### src/design/afr_pkg.sv
`default_nettype none

package afr_pkg;

    // Largest payload a frame may carry
    localparam int MAX_PAYLOAD_DEF = 64;

    // Configuration port
    localparam int CFG_IDX_W  = 2;
    localparam int CFG_DATA_W = 16;

    typedef enum logic [CFG_IDX_W-1:0] {
        CFG_OWN_ADDRESS = 2'd0,
        CFG_START_BYTE  = 2'd1,
        CFG_END_BYTE    = 2'd2
    } t_cfg_idx;

    // Register reset values
    localparam logic [15:0] OWN_ADDRESS_RST = 16'h0000;
    localparam logic [7:0]  START_BYTE_RST  = 8'h02;
    localparam logic [7:0]  END_BYTE_RST    = 8'h03;

    // Result event codes
    localparam int EVENT_W = 2;

    typedef enum logic [EVENT_W-1:0] {
        EV_PAYLOAD       = 2'd0,
        EV_ADDR_MISMATCH = 2'd1,
        EV_CHECKSUM_FAIL = 2'd2
    } t_event;

endpackage

`default_nettype wire

### src/design/afr_if.sv
`default_nettype none

// Received byte channel
interface afr_in_if import afr_pkg::*; ();
    logic       valid;
    logic       ready;
    logic [7:0] rx_byte;

    modport source (output valid, output rx_byte, input ready);
    modport sink   (input valid, input rx_byte, output ready);
endinterface

// Result channel
interface afr_out_if import afr_pkg::*; ();
    logic               valid;
    logic               ready;
    logic [EVENT_W-1:0] event_code;
    logic [7:0]         payload_byte;
    logic               last_of_run;

    modport source (output valid, output event_code, output payload_byte,
                    output last_of_run, input ready);
    modport sink   (input valid, input event_code, input payload_byte,
                    input last_of_run, output ready);
endinterface

`default_nettype wire

### src/design/afr_ram.sv
`default_nettype none

module afr_ram #(
    parameter int WIDTH = 8,
    parameter int DEPTH = 64,
    localparam int AW   = (DEPTH > 1) ? $clog2(DEPTH) : 1
) (
    input  wire logic             i_clk,
    input  wire logic             i_we,
    input  wire logic [AW-1:0]    i_waddr,
    input  wire logic [WIDTH-1:0] i_wdata,
    input  wire logic             i_re,
    input  wire logic [AW-1:0]    i_raddr,
    output logic      [WIDTH-1:0] o_rdata
);

    logic [WIDTH-1:0] r_mem [DEPTH];

    // Write port
    always_ff @(posedge i_clk) begin
        if (i_we) begin
            r_mem[i_waddr] <= i_wdata;
        end
    end

    // Registered read; data holds while no read is issued
    always_ff @(posedge i_clk) begin
        if (i_re) begin
            o_rdata <= r_mem[i_raddr];
        end
    end

endmodule

`default_nettype wire

### src/design/addressed_frame_receiver.sv
// Channel   Dir  Beat fields                              Handshake
// i_rx      in   rx_byte[7:0]                             valid/ready
// o_ev      out  event_code[1:0] payload_byte[7:0] last   valid/ready
// i_cfg_*   in   idx[1:0] data[15:0]                      write enable only
//
// Cycles: one byte per cycle while a frame is parsed. A good end byte starts a
// drain that reads the payload memory at one entry per cycle while the output
// is not stalled; the input stays stalled until every payload byte is read.
// An error result is staged in a register; the input stalls until it
// moves into the output register.
// Reset: synchronous, active low; all but the output beat registers reset.
// Stalls on the output hold the memory read data in place.
`default_nettype none

module addressed_frame_receiver import afr_pkg::*; #(
    parameter int MAX_PAYLOAD = MAX_PAYLOAD_DEF
) (
    input  wire logic                  i_clk,
    input  wire logic                  i_rst_n,
    afr_in_if.sink                     i_rx,
    afr_out_if.source                  o_ev,
    input  wire logic                  i_cfg_we,
    input  wire logic [CFG_IDX_W-1:0]  i_cfg_idx,
    input  wire logic [CFG_DATA_W-1:0] i_cfg_data
);

    localparam int AW = (MAX_PAYLOAD > 1) ? $clog2(MAX_PAYLOAD) : 1;
    localparam int CW = $clog2(MAX_PAYLOAD + 1);
    localparam logic [7:0] MAX_LEN = 8'(MAX_PAYLOAD);

    typedef enum logic [2:0] {
        ST_HUNT,
        ST_ADDR,
        ST_LEN,
        ST_DATA,
        ST_CHK,
        ST_END,
        ST_DRAIN
    } t_state;

    // Configuration registers
    logic [15:0] r_own_addr;
    logic [7:0]  r_start_byte;
    logic [7:0]  r_end_byte;

    // Parser state
    t_state      r_st, n_st;
    logic        r_hi_pend, n_hi_pend;
    logic [7:0]  r_addr_lo, n_addr_lo;
    logic [CW-1:0] r_remain, n_remain;
    logic [CW-1:0] r_wr_idx, n_wr_idx;
    logic [7:0]  r_sum, n_sum;

    // Drain and result staging
    logic [CW-1:0] r_rd_idx, n_rd_idx;
    logic        r_rd_pend, n_rd_pend;
    logic        r_rd_last, n_rd_last;
    logic        r_err_pend, n_err_pend;
    t_event      r_err_code, n_err_code;
    logic        r_out_valid, n_out_valid;
    t_event      r_out_code;
    logic [7:0]  r_out_byte;
    logic        r_out_last;

    logic        w_acc;
    logic [7:0]  w_b;
    logic        w_out_free;
    logic        w_ld_rd;
    logic        w_ld_err;
    logic        w_rd_en;
    logic        w_wr_en;
    logic [7:0]  w_rdata;

    assign w_b        = i_rx.rx_byte;
    assign i_rx.ready = (r_st != ST_DRAIN) && !r_err_pend;
    assign w_acc      = i_rx.valid && i_rx.ready;
    assign w_out_free = !r_out_valid || o_ev.ready;
    assign w_ld_rd    = r_rd_pend && w_out_free;
    assign w_ld_err   = r_err_pend && !r_rd_pend && w_out_free;
    assign w_rd_en    = (r_st == ST_DRAIN) && (!r_rd_pend || w_ld_rd);
    assign w_wr_en    = w_acc && (r_st == ST_DATA);

    assign o_ev.valid        = r_out_valid;
    assign o_ev.event_code   = r_out_code;
    assign o_ev.payload_byte = r_out_byte;
    assign o_ev.last_of_run  = r_out_last;

    // Payload store
    afr_ram #(
        .WIDTH (8),
        .DEPTH (MAX_PAYLOAD)
    ) u_store (
        .i_clk   (i_clk),
        .i_we    (w_wr_en),
        .i_waddr (r_wr_idx[AW-1:0]),
        .i_wdata (w_b),
        .i_re    (w_rd_en),
        .i_raddr (r_rd_idx[AW-1:0]),
        .o_rdata (w_rdata)
    );

    // Parse the byte stream and sequence the drain
    always_comb begin
        n_st        = r_st;
        n_hi_pend   = r_hi_pend;
        n_addr_lo   = r_addr_lo;
        n_remain    = r_remain;
        n_wr_idx    = r_wr_idx;
        n_sum       = r_sum;
        n_rd_idx    = r_rd_idx;
        n_rd_last   = r_rd_last;
        n_err_pend  = r_err_pend && !w_ld_err;
        n_err_code  = r_err_code;
        n_rd_pend   = w_rd_en || (r_rd_pend && !w_ld_rd);
        n_out_valid = w_ld_rd || w_ld_err || (r_out_valid && !o_ev.ready);

        if (r_st == ST_DRAIN) begin
            if (w_rd_en) begin
                n_rd_idx  = r_rd_idx + CW'(1);
                n_rd_last = (r_rd_idx + CW'(1)) == r_wr_idx;
                if ((r_rd_idx + CW'(1)) == r_wr_idx) begin
                    n_st = ST_HUNT;
                end
            end
        end else if (w_acc) begin
            case (r_st)
                ST_ADDR: begin
                    if (!r_hi_pend) begin
                        n_addr_lo = w_b;
                        n_sum     = w_b;
                        n_hi_pend = 1'b1;
                    end else begin
                        n_hi_pend = 1'b0;
                        if ({w_b, r_addr_lo} == r_own_addr) begin
                            n_sum = r_sum + w_b;
                            n_st  = ST_LEN;
                        end else begin
                            n_err_pend = 1'b1;
                            n_err_code = EV_ADDR_MISMATCH;
                            n_st       = ST_HUNT;
                        end
                    end
                end
                ST_LEN: begin
                    if ((w_b != 8'd0) && (w_b <= MAX_LEN)) begin
                        n_remain = CW'(w_b);
                        n_sum    = r_sum + w_b;
                        n_st     = ST_DATA;
                    end else begin
                        n_st = ST_HUNT;
                    end
                end
                ST_DATA: begin
                    n_wr_idx = r_wr_idx + CW'(1);
                    n_sum    = r_sum + w_b;
                    n_remain = r_remain - CW'(1);
                    if (r_remain == CW'(1)) begin
                        n_st = ST_CHK;
                    end
                end
                ST_CHK: begin
                    if (w_b == r_sum) begin
                        n_st = ST_END;
                    end else begin
                        n_err_pend = 1'b1;
                        n_err_code = EV_CHECKSUM_FAIL;
                        n_st       = ST_HUNT;
                    end
                end
                ST_END: begin
                    if (w_b == r_end_byte) begin
                        n_rd_idx = '0;
                        n_st     = ST_DRAIN;
                    end else begin
                        n_st = ST_HUNT;
                    end
                end
                default: begin
                    if (w_b == r_start_byte) begin
                        n_wr_idx  = '0;
                        n_remain  = '0;
                        n_sum     = 8'd0;
                        n_hi_pend = 1'b0;
                        n_st      = ST_ADDR;
                    end else begin
                        n_st = ST_HUNT;
                    end
                end
            endcase
        end
    end

    // Hold state, configuration and result valid
    always_ff @(posedge i_clk) begin
        if (!i_rst_n) begin
            r_own_addr   <= OWN_ADDRESS_RST;
            r_start_byte <= START_BYTE_RST;
            r_end_byte   <= END_BYTE_RST;
            r_st         <= ST_HUNT;
            r_hi_pend    <= 1'b0;
            r_addr_lo    <= 8'd0;
            r_remain     <= '0;
            r_wr_idx     <= '0;
            r_sum        <= 8'd0;
            r_rd_idx     <= '0;
            r_rd_pend    <= 1'b0;
            r_rd_last    <= 1'b0;
            r_err_pend   <= 1'b0;
            r_err_code   <= EV_ADDR_MISMATCH;
            r_out_valid  <= 1'b0;
        end else begin
            if (i_cfg_we) begin
                case (i_cfg_idx)
                    CFG_OWN_ADDRESS: r_own_addr   <= i_cfg_data;
                    CFG_START_BYTE:  r_start_byte <= i_cfg_data[7:0];
                    CFG_END_BYTE:    r_end_byte   <= i_cfg_data[7:0];
                    default: ;
                endcase
            end
            r_st        <= n_st;
            r_hi_pend   <= n_hi_pend;
            r_addr_lo   <= n_addr_lo;
            r_remain    <= n_remain;
            r_wr_idx    <= n_wr_idx;
            r_sum       <= n_sum;
            r_rd_idx    <= n_rd_idx;
            r_rd_pend   <= n_rd_pend;
            r_rd_last   <= n_rd_last;
            r_err_pend  <= n_err_pend;
            r_err_code  <= n_err_code;
            r_out_valid <= n_out_valid;
        end
    end

    // Load the output beat: stored payload first, then a staged error
    always_ff @(posedge i_clk) begin
        if (w_ld_rd) begin
            r_out_code <= EV_PAYLOAD;
            r_out_byte <= w_rdata;
            r_out_last <= r_rd_last;
        end else if (w_ld_err) begin
            r_out_code <= r_err_code;
            r_out_byte <= 8'd0;
            r_out_last <= 1'b1;
        end
    end

    // Checks
    a_no_err_in_drain: assert property (@(posedge i_clk) disable iff (!i_rst_n)
        !(r_err_pend && (r_st == ST_DRAIN)))
        else $error("error staged while draining");

    a_rd_in_range: assert property (@(posedge i_clk) disable iff (!i_rst_n)
        w_rd_en |-> (r_rd_idx < r_wr_idx))
        else $error("payload read beyond frame length");

    a_wr_idx_bound: assert property (@(posedge i_clk) disable iff (!i_rst_n)
        r_wr_idx <= CW'(MAX_PAYLOAD))
        else $error("write index beyond store depth");

    a_rd_data_held: assert property (@(posedge i_clk) disable iff (!i_rst_n)
        (r_rd_pend && !w_ld_rd) |=> (r_rd_pend && $stable(w_rdata)))
        else $error("pending read data lost");

    a_last_ends_drain: assert property (@(posedge i_clk) disable iff (!i_rst_n)
        (w_rd_en && ((r_rd_idx + CW'(1)) == r_wr_idx)) |=> (r_st == ST_HUNT))
        else $error("drain did not end after last read");

endmodule

`default_nettype wire
### src/flat_wrapper.sv
// flat-port wrapper written by rule: the top's interface ports become plain ports
module addressed_frame_receiver_flat import afr_pkg::*;
#(
    parameter int MAX_PAYLOAD = MAX_PAYLOAD_DEF
)
  (i_clk, i_rst_n, i_cfg_we, i_cfg_idx, i_cfg_data, i_rx_valid, i_rx_rx_byte, i_rx_ready, o_ev_valid, o_ev_event_code, o_ev_payload_byte, o_ev_last_of_run, o_ev_ready);
  afr_in_if i_rx_i ();
  afr_out_if o_ev_i ();
  input  wire logic i_clk;
  input  wire logic i_rst_n;
  input  wire logic i_cfg_we;
  input  wire logic [CFG_IDX_W-1:0] i_cfg_idx;
  input  wire logic [CFG_DATA_W-1:0] i_cfg_data;
  input wire logic [$bits(i_rx_i.valid)-1:0] i_rx_valid;
  input wire logic [$bits(i_rx_i.rx_byte)-1:0] i_rx_rx_byte;
  output wire logic [$bits(i_rx_i.ready)-1:0] i_rx_ready;
  output wire logic [$bits(o_ev_i.valid)-1:0] o_ev_valid;
  output wire logic [$bits(o_ev_i.event_code)-1:0] o_ev_event_code;
  output wire logic [$bits(o_ev_i.payload_byte)-1:0] o_ev_payload_byte;
  output wire logic [$bits(o_ev_i.last_of_run)-1:0] o_ev_last_of_run;
  input wire logic [$bits(o_ev_i.ready)-1:0] o_ev_ready;
  assign i_rx_i.valid = i_rx_valid;
  assign i_rx_i.rx_byte = i_rx_rx_byte;
  assign i_rx_ready = i_rx_i.ready;
  assign o_ev_valid = o_ev_i.valid;
  assign o_ev_event_code = o_ev_i.event_code;
  assign o_ev_payload_byte = o_ev_i.payload_byte;
  assign o_ev_last_of_run = o_ev_i.last_of_run;
  assign o_ev_i.ready = o_ev_ready;
  addressed_frame_receiver #(.MAX_PAYLOAD(MAX_PAYLOAD)) u_core (.i_clk(i_clk), .i_rst_n(i_rst_n), .i_rx(i_rx_i), .o_ev(o_ev_i), .i_cfg_we(i_cfg_we), .i_cfg_idx(i_cfg_idx), .i_cfg_data(i_cfg_data));
endmodule
### config.mk
export PLATFORM = sky130hd
export DESIGN_NAME = addressed_frame_receiver_flat
export DESIGN_NICKNAME = d
export VERILOG_FILES = /design/src/design/afr_pkg.sv /design/src/design/afr_if.sv /design/src/design/afr_ram.sv /design/src/design/addressed_frame_receiver.sv /design/src/flat_wrapper.sv
export SDC_FILE = /design/constraint.sdc
export NUM_CORES = 1
export LEC_CHECK = 0
export ABC_AREA = 0
export BUFFER_PORTS_ARGS = -buffer_cell sky130_fd_sc_hd__clkbuf_2
export CORE_UTILIZATION = 25
export CTS_BUF_LIST = sky130_fd_sc_hd__clkbuf_2 sky130_fd_sc_hd__clkbuf_4 sky130_fd_sc_hd__clkbuf_8
export CTS_CLUSTER_DIAMETER = 50
export DETAILED_ROUTE_END_ITERATION = 10
export SLEW_MARGIN = 40
export SYNTH_ARGS = -nofsm -noshare
export SYNTH_HDL_FRONTEND = slang
export SYNTH_HIERARCHICAL = 1
export SYNTH_SLANG_ARGS = --single-unit
### constraint.sdc
create_clock -name i_clk -period 3.1 [get_ports i_clk]
set_clock_uncertainty 0.1 [all_clocks]
set_input_delay 0.465 -clock i_clk [delete_from_list [all_inputs] [get_ports i_clk]]
set_output_delay 0.465 -clock i_clk [all_outputs]
set_load 0.1 [all_outputs]
==> After elaboration in Yosys (flattened, before gate mapping) <==
Memory sizes are Yosys's and may differ from the RTL's. A register that Yosys moved wholly into a read port is not among the register bits.
Index checks and enable logic that the tools add are counted.
{ "totals": {"out_inout_bits": 13, "ram_bits": 512, "input_bits": 31, "elab_cells": 148, "register_bits": 90, "rom_bits": 0, "mem_count": 1, "latchBits": 0} }
{ "classes": {"div_mod_pow": 0, "magnitude_cmp": 1, "n_eq_ne": 24, "n_reduce_logical": 49, "n_mul": 0, "muxes": 45, "n_addsub": 4, "n_bitwise": 6, "shift": 0} }
{ "mem_list": {"columns": ["memory", "words", "word_bits", "read_ports", "rd_ports_with_merged_regs", "write_ports", "line_no", "source"], "rows": [
  ["u_core.u_store.r_mem", 64, 8, 1, 1, 1, "afr_ram.sv:17", "logic [WIDTH-1:0] r_mem [DEPTH];"]
]} }
{ "op_table": {"columns": ["cell", "count"], "rows": [
  ["two-way mux 7 bit", 7],
  ["two-way mux 8 bit", 6],
  ["one-hot mux 8 bit (4 select lines)", 1],
  ["equality test 8 bit", 3],
  ["two-way mux 3 bit", 8],
  ["one-hot mux 7 bit (3 select lines)", 1],
  ["equality test 16 bit", 1],
  ["AND reduction 4 bit", 4],
  ["one-hot mux 3 bit (5 select lines)", 1],
  ["adder 7 x 1 -> 7 bit (second input constant)", 2],
  ["one-hot mux 7 bit (2 select lines)", 1],
  ["nonzero test 2 bit", 7],
  ["two-way mux 1 bit", 12],
  ["AND reduction 6 bit", 2],
  ["logical AND 1 bit", 11],
  ["two-way mux 2 bit", 5],
  ["AND reduction 5 bit", 2],
  ["equality test 3 bit (second input constant)", 3],
  ["adder 8 bit", 1],
  ["less-or-equal comparator 8 x 7 -> 1 bit (second input constant)", 1],
  ["AND reduction 2 bit", 4],
  ["nonzero test 8 bit", 1],
  ["OR reduction 4 bit", 2],
  ["equality test 7 x 1 -> 1 bit (second input constant)", 1],
  ["other kinds (21)", 42]
]} }

==> Longest topological paths before layout <==
{ "depth": {"word_depth": 10, "ltp_mapped": 9, "ltp_nobuf": 9} }

==> By module <==
The synthesis kept the hierarchy.
{ "by_module_without_submodules": {"columns": ["mod", "area_per_inst_um2", "cells_per_inst", "seq_area_each_um2", "instances"], "rows": [
  ["afr_ram", 20317.0, 967, 15615.0, 1],
  ["addressed_frame_receiver", 5066.1, 560, 1891.8, 1]
]} }

==> Least setup slack after synthesis <==
Ideal clock, no wire load.
{ "synth_timing": {"path_type": "flip-flop to flip-flop", "start": "reg u_core.r_st[1]", "end": "mem u_core.u_store.r_mem[42][0], enable pin", "path_slack_ns": 0.433, "setup_time_ns": 0.383, "required_time_ns": 2.617, "path_stages_with_launch": 7, "synth_period_minus_slack_ns": 2.667, "arrival_time_ns": 2.184, "n_path_buf": 2, "cell_sequence": "dfxtp_1 -> buf_2 -> nand3_1 -> nor3_1 -> clkbuf_1 -> nand4b_1 -> nor3_1"} }
{ "synth_via": {"elab_chain_cells": 6, "word_cells_on_any_way": 7, "cone_classes": "eq/ne: 2; mux: 2; reduce/logical: 3"} }
{ "synth_rtl": {"columns": ["item", "line_no", "source"], "rows": [
  ["start: declaration", "addressed_frame_receiver.sv:47", "t_state r_st, n_st;"],
  ["start signal: assignment", "addressed_frame_receiver.sv:220", "r_st <= n_st;"],
  ["inequality test 3 bit", "addressed_frame_receiver.sv:75", "assign i_rx.ready = (r_st != ST_DRAIN) && !r_err_pend;"],
  ["logical AND 1 bit", "addressed_frame_receiver.sv:75", null],
  ["logical AND 1 bit", "addressed_frame_receiver.sv:76", "assign w_acc = i_rx.valid && i_rx.ready;"],
  ["logical AND 1 bit (*)", "addressed_frame_receiver.sv:81", "assign w_wr_en = w_acc && (r_st == ST_DATA);"],
  ["named net u_core.w_wr_en", "addressed_frame_receiver.sv:71", "logic w_wr_en;"],
  ["two-way mux 1 bit (*)", "afr_ram.sv:21", "if (i_we) begin"],
  ["two-way mux 1 bit (not written as such) (*)", "afr_ram.sv:22", "r_mem[i_waddr] <= i_wdata;"],
  ["end: declaration", "afr_ram.sv:17", null]
]} }
Mark *: on every way through the listed nets, which the timed path passes. The rest lies on a longest branch.

==> Worst setup path in the final report <==
{ "layout_timing": {"start": "reg u_core.r_st[1]", "end": "mem u_core.u_store.r_mem[4][2], enable pin"} }
Same word-level chain as after synthesis.

==> impl_results.md <==
* Core area at 100000 sq um
* Final ANT Viol Nets at 0
* Die width at 321 um
* TritonCTS clock tree: built
* TritonCTS Buffers at 100
* WS Path Type: reg -> reg
* PD cells at 561 nW/um^2
* Worst skew pair latency at 0.71 ns
* Placer Congestion at 0.828
* Worst Setup SP: u_core/r_st[1]
* CP endpoint kind: flip-flop
* WL per Instance at 20.2 um
* Area grow syn2layout at 18.7%
* Row Count at 116
* Period utilization at 0.912
* Worst VDD drop at 0.356 mV
* Seq/Total Area, Yosys at 0.690
* Inserted Diodes at 0
* WP data required at 3.39 ns
* Top Ports at 44
* # nets final at 1770
* Ys flop type: edfxtp_1
* Max_slew headroom at 0.392
* Share of flip-flops with an asynchronous set or reset at 0
* Total negative slack at 0 ns
* Cts hold-fix bufs at 16
* Most frequent cells in the layout: 529 x edfxtp_1, 119 x mux4_2, 116 x nor2_1, 106 x clkbuf_8, 106 x buf_4
* Clock slew at reported path FFs at around 0.060 ns
* Layout cell share with drive strength beyond 1 at 0.273
* Setup violators final at 0
* Die Area at 103000 sq um
* Pin count of the biggest net entering global routing at 66
* Post-Synthesis Mean Instance Area at 16.6 sq um
* Drt first pass iters at 5
* Final min period at 2.83 ns
* CTS max path bufs at 3
* Cts repair resizes at 0
* First-pass GRT wire length at ~95000 um
* Synth cell types at 87
* Synth top area cells: edfxtp_1 63%, mux4_2 11%, dfxtp_1 6.4%
* Max Slew Vio Count at 0
* Data arrival time at the worst-slack endpoint at 3.12 ns
* Half-perimeter wire length after placement at 42000 um
* Post-synth top area cell: edfxtp_1
* MaxCap Viol Count at 0
* Initial Util at 0.253
* First DRT Iteration DRCs at 1361
* Critical R2R Launch: u_core/r_st[1]
* Clock sinks at 610
* Vias at 14503
* Syn Nets at 1572
* Status: complete, no violations
* Most common cell after layout, fill and taps aside: edfxtp_1
* Hold Vio Cnt, Final at 0
* Syn Std Cell Area at 25400 sq um
* Die H at 321 um
* Grt ovf at 0
* Syn. warnings at 6
* Hold Crit Class: in -> reg
* Via density at around 4.6
* Mapped Cells at around 1500
* DRT Wirelength at 63900 um
* Setup Fix Bufs, Post-CTS at 0
* RSZ-0062 raised after global routing: no
* Crit-path max FO at 15
* Leak at 9.63 nW
* Worst-margin pin slew at between 0.9 and 1 ns
* FILL cells at roughly 9800
* DRC viols at 0
* Critical Path Start Type: flip-flop
* GRT Total Usage at 0.124
* H-tree depth at 3
* Hold path startpoint: i_cfg_idx[0]
* Synth top area share at 0.626
* Initial antenna violation count at 8
* CTS root buf: clkbuf_8
* Count of input and output buffers at between 40 and 50
* Fmax at 354 MHz
* Vias in the first global route at ~15000
* Post-synth EDFFs at 529
* Final core occ at 0.301
* Register bit count reported by yosys at 610
[layout make-up]
cell class                 count  area, sq um  area share
tap                         1357         1700      0.0563
clock buffer                 126         1610      0.0534
multi-input combinational    818         7250       0.241
clock inverter                60          552      0.0183
inverter                      17         77.6     0.00257
timing repair buffer         178         1430      0.0475
sequential                   610        17500       0.581
[critical path: stages (launching register included)]
cell	delay (ns)
dfxtp_1	0.67
nand3_1	0.18
nor3_1	0.29
buf_4	0.22
nor2b_1	0.25
nand2_1	0.40
nor2_1	0.21
buf_4	0.20
[logic make-up after synthesis]
family,Yosys count,synth area share
adder cells (fa/ha/maj),14,0.00720
XOR/XNOR,58,0.0209
multiplexers,180,0.130
AO/OA/AOI/OAI,199,0.0553
flip-flops,610,0.690
buffers and inverters,99,0.0249
AND/OR/NAND/NOR,367,0.0720
[cell usage after synthesis, types with 16 or more instances]
| master | n |
|---|---|
| a22oi_1 | 20 |
| nand3_1 | 29 |
| edfxtp_1 | 529 |
| dfxtp_1 | 81 |
| a21oi_1 | 57 |
| o22ai_1 | 18 |
| nand2_1 | 99 |
| o21ai_0 | 21 |
| buf_6 | 16 |
| nor2b_1 | 16 |
| nor3_1 | 26 |
| clkbuf_1 | 39 |
| xor2_1 | 33 |
| xnor2_1 | 22 |
| mux4_2 | 119 |
| nor2_1 | 116 |
| mux2i_1 | 54 |
[metal layers]
metal  global-route usage  up-vias  share of wire
li1                     -     6428              -
met1                0.163     7404           0.43
met2                0.196      535           0.47
met3               0.0345      126          0.078
met4               0.0402       10          0.022
met5                    0        -         0.0010
[sequential cells by signal, indices dropped and copies added (netlist names), 2 cells and up]
name                      flops
u_core/r_sum                  8
u_core/o_ev.payload_byte      8
u_core/r_start_byte           8
u_core/u_store/r_mem        512
u_core/r_rd_idx               7
u_core/r_err_code             2
u_core/r_end_byte             8
u_core/r_wr_idx               7
u_core/u_store/o_rdata        8
u_core/r_addr_lo              8
u_core/r_st                   3
u_core/o_ev.event_code        2
u_core/r_remain               7
u_core/r_own_addr            16
[path summary, 6_finish.rpt]
kind | to | slack (ns) | depth (start not counted)
min reg2reg | u_core/r_remain[6] | 0.37 | 2
max reg2reg | u_core/u_store/r_mem[4][2] | 0.27 | 7
min | u_core/r_own_addr[1] | 0.08 | 4
max | u_core/u_store/r_mem[4][2] | 0.27 | 7
[power breakdown]
part           internal (W)  switching [W]
sequential          0.00893      0.0000268
clock               0.00420        0.00327
combinational      0.000147       0.000335
[per-stage QoR]
step	area [sq um]	setup WS, ns	hold slack (ns)	instances	power (W)
2_1_floorplan	25400	0.433	0.335	1527	0.00938
3_3_place_gp	27800	0.287	0.344	2964	0.00958
3_5_place_dp	27800	0.310	0.360	2964	0.00960
4_1_cts	30100	0.241	0.0290	3166	0.0171
5_1_grt	30100	0.0389	0.0972	3166	0.0175
6_report	30100	0.274	0.0802	3166	0.0169
(Power assumes the default switching activity.)
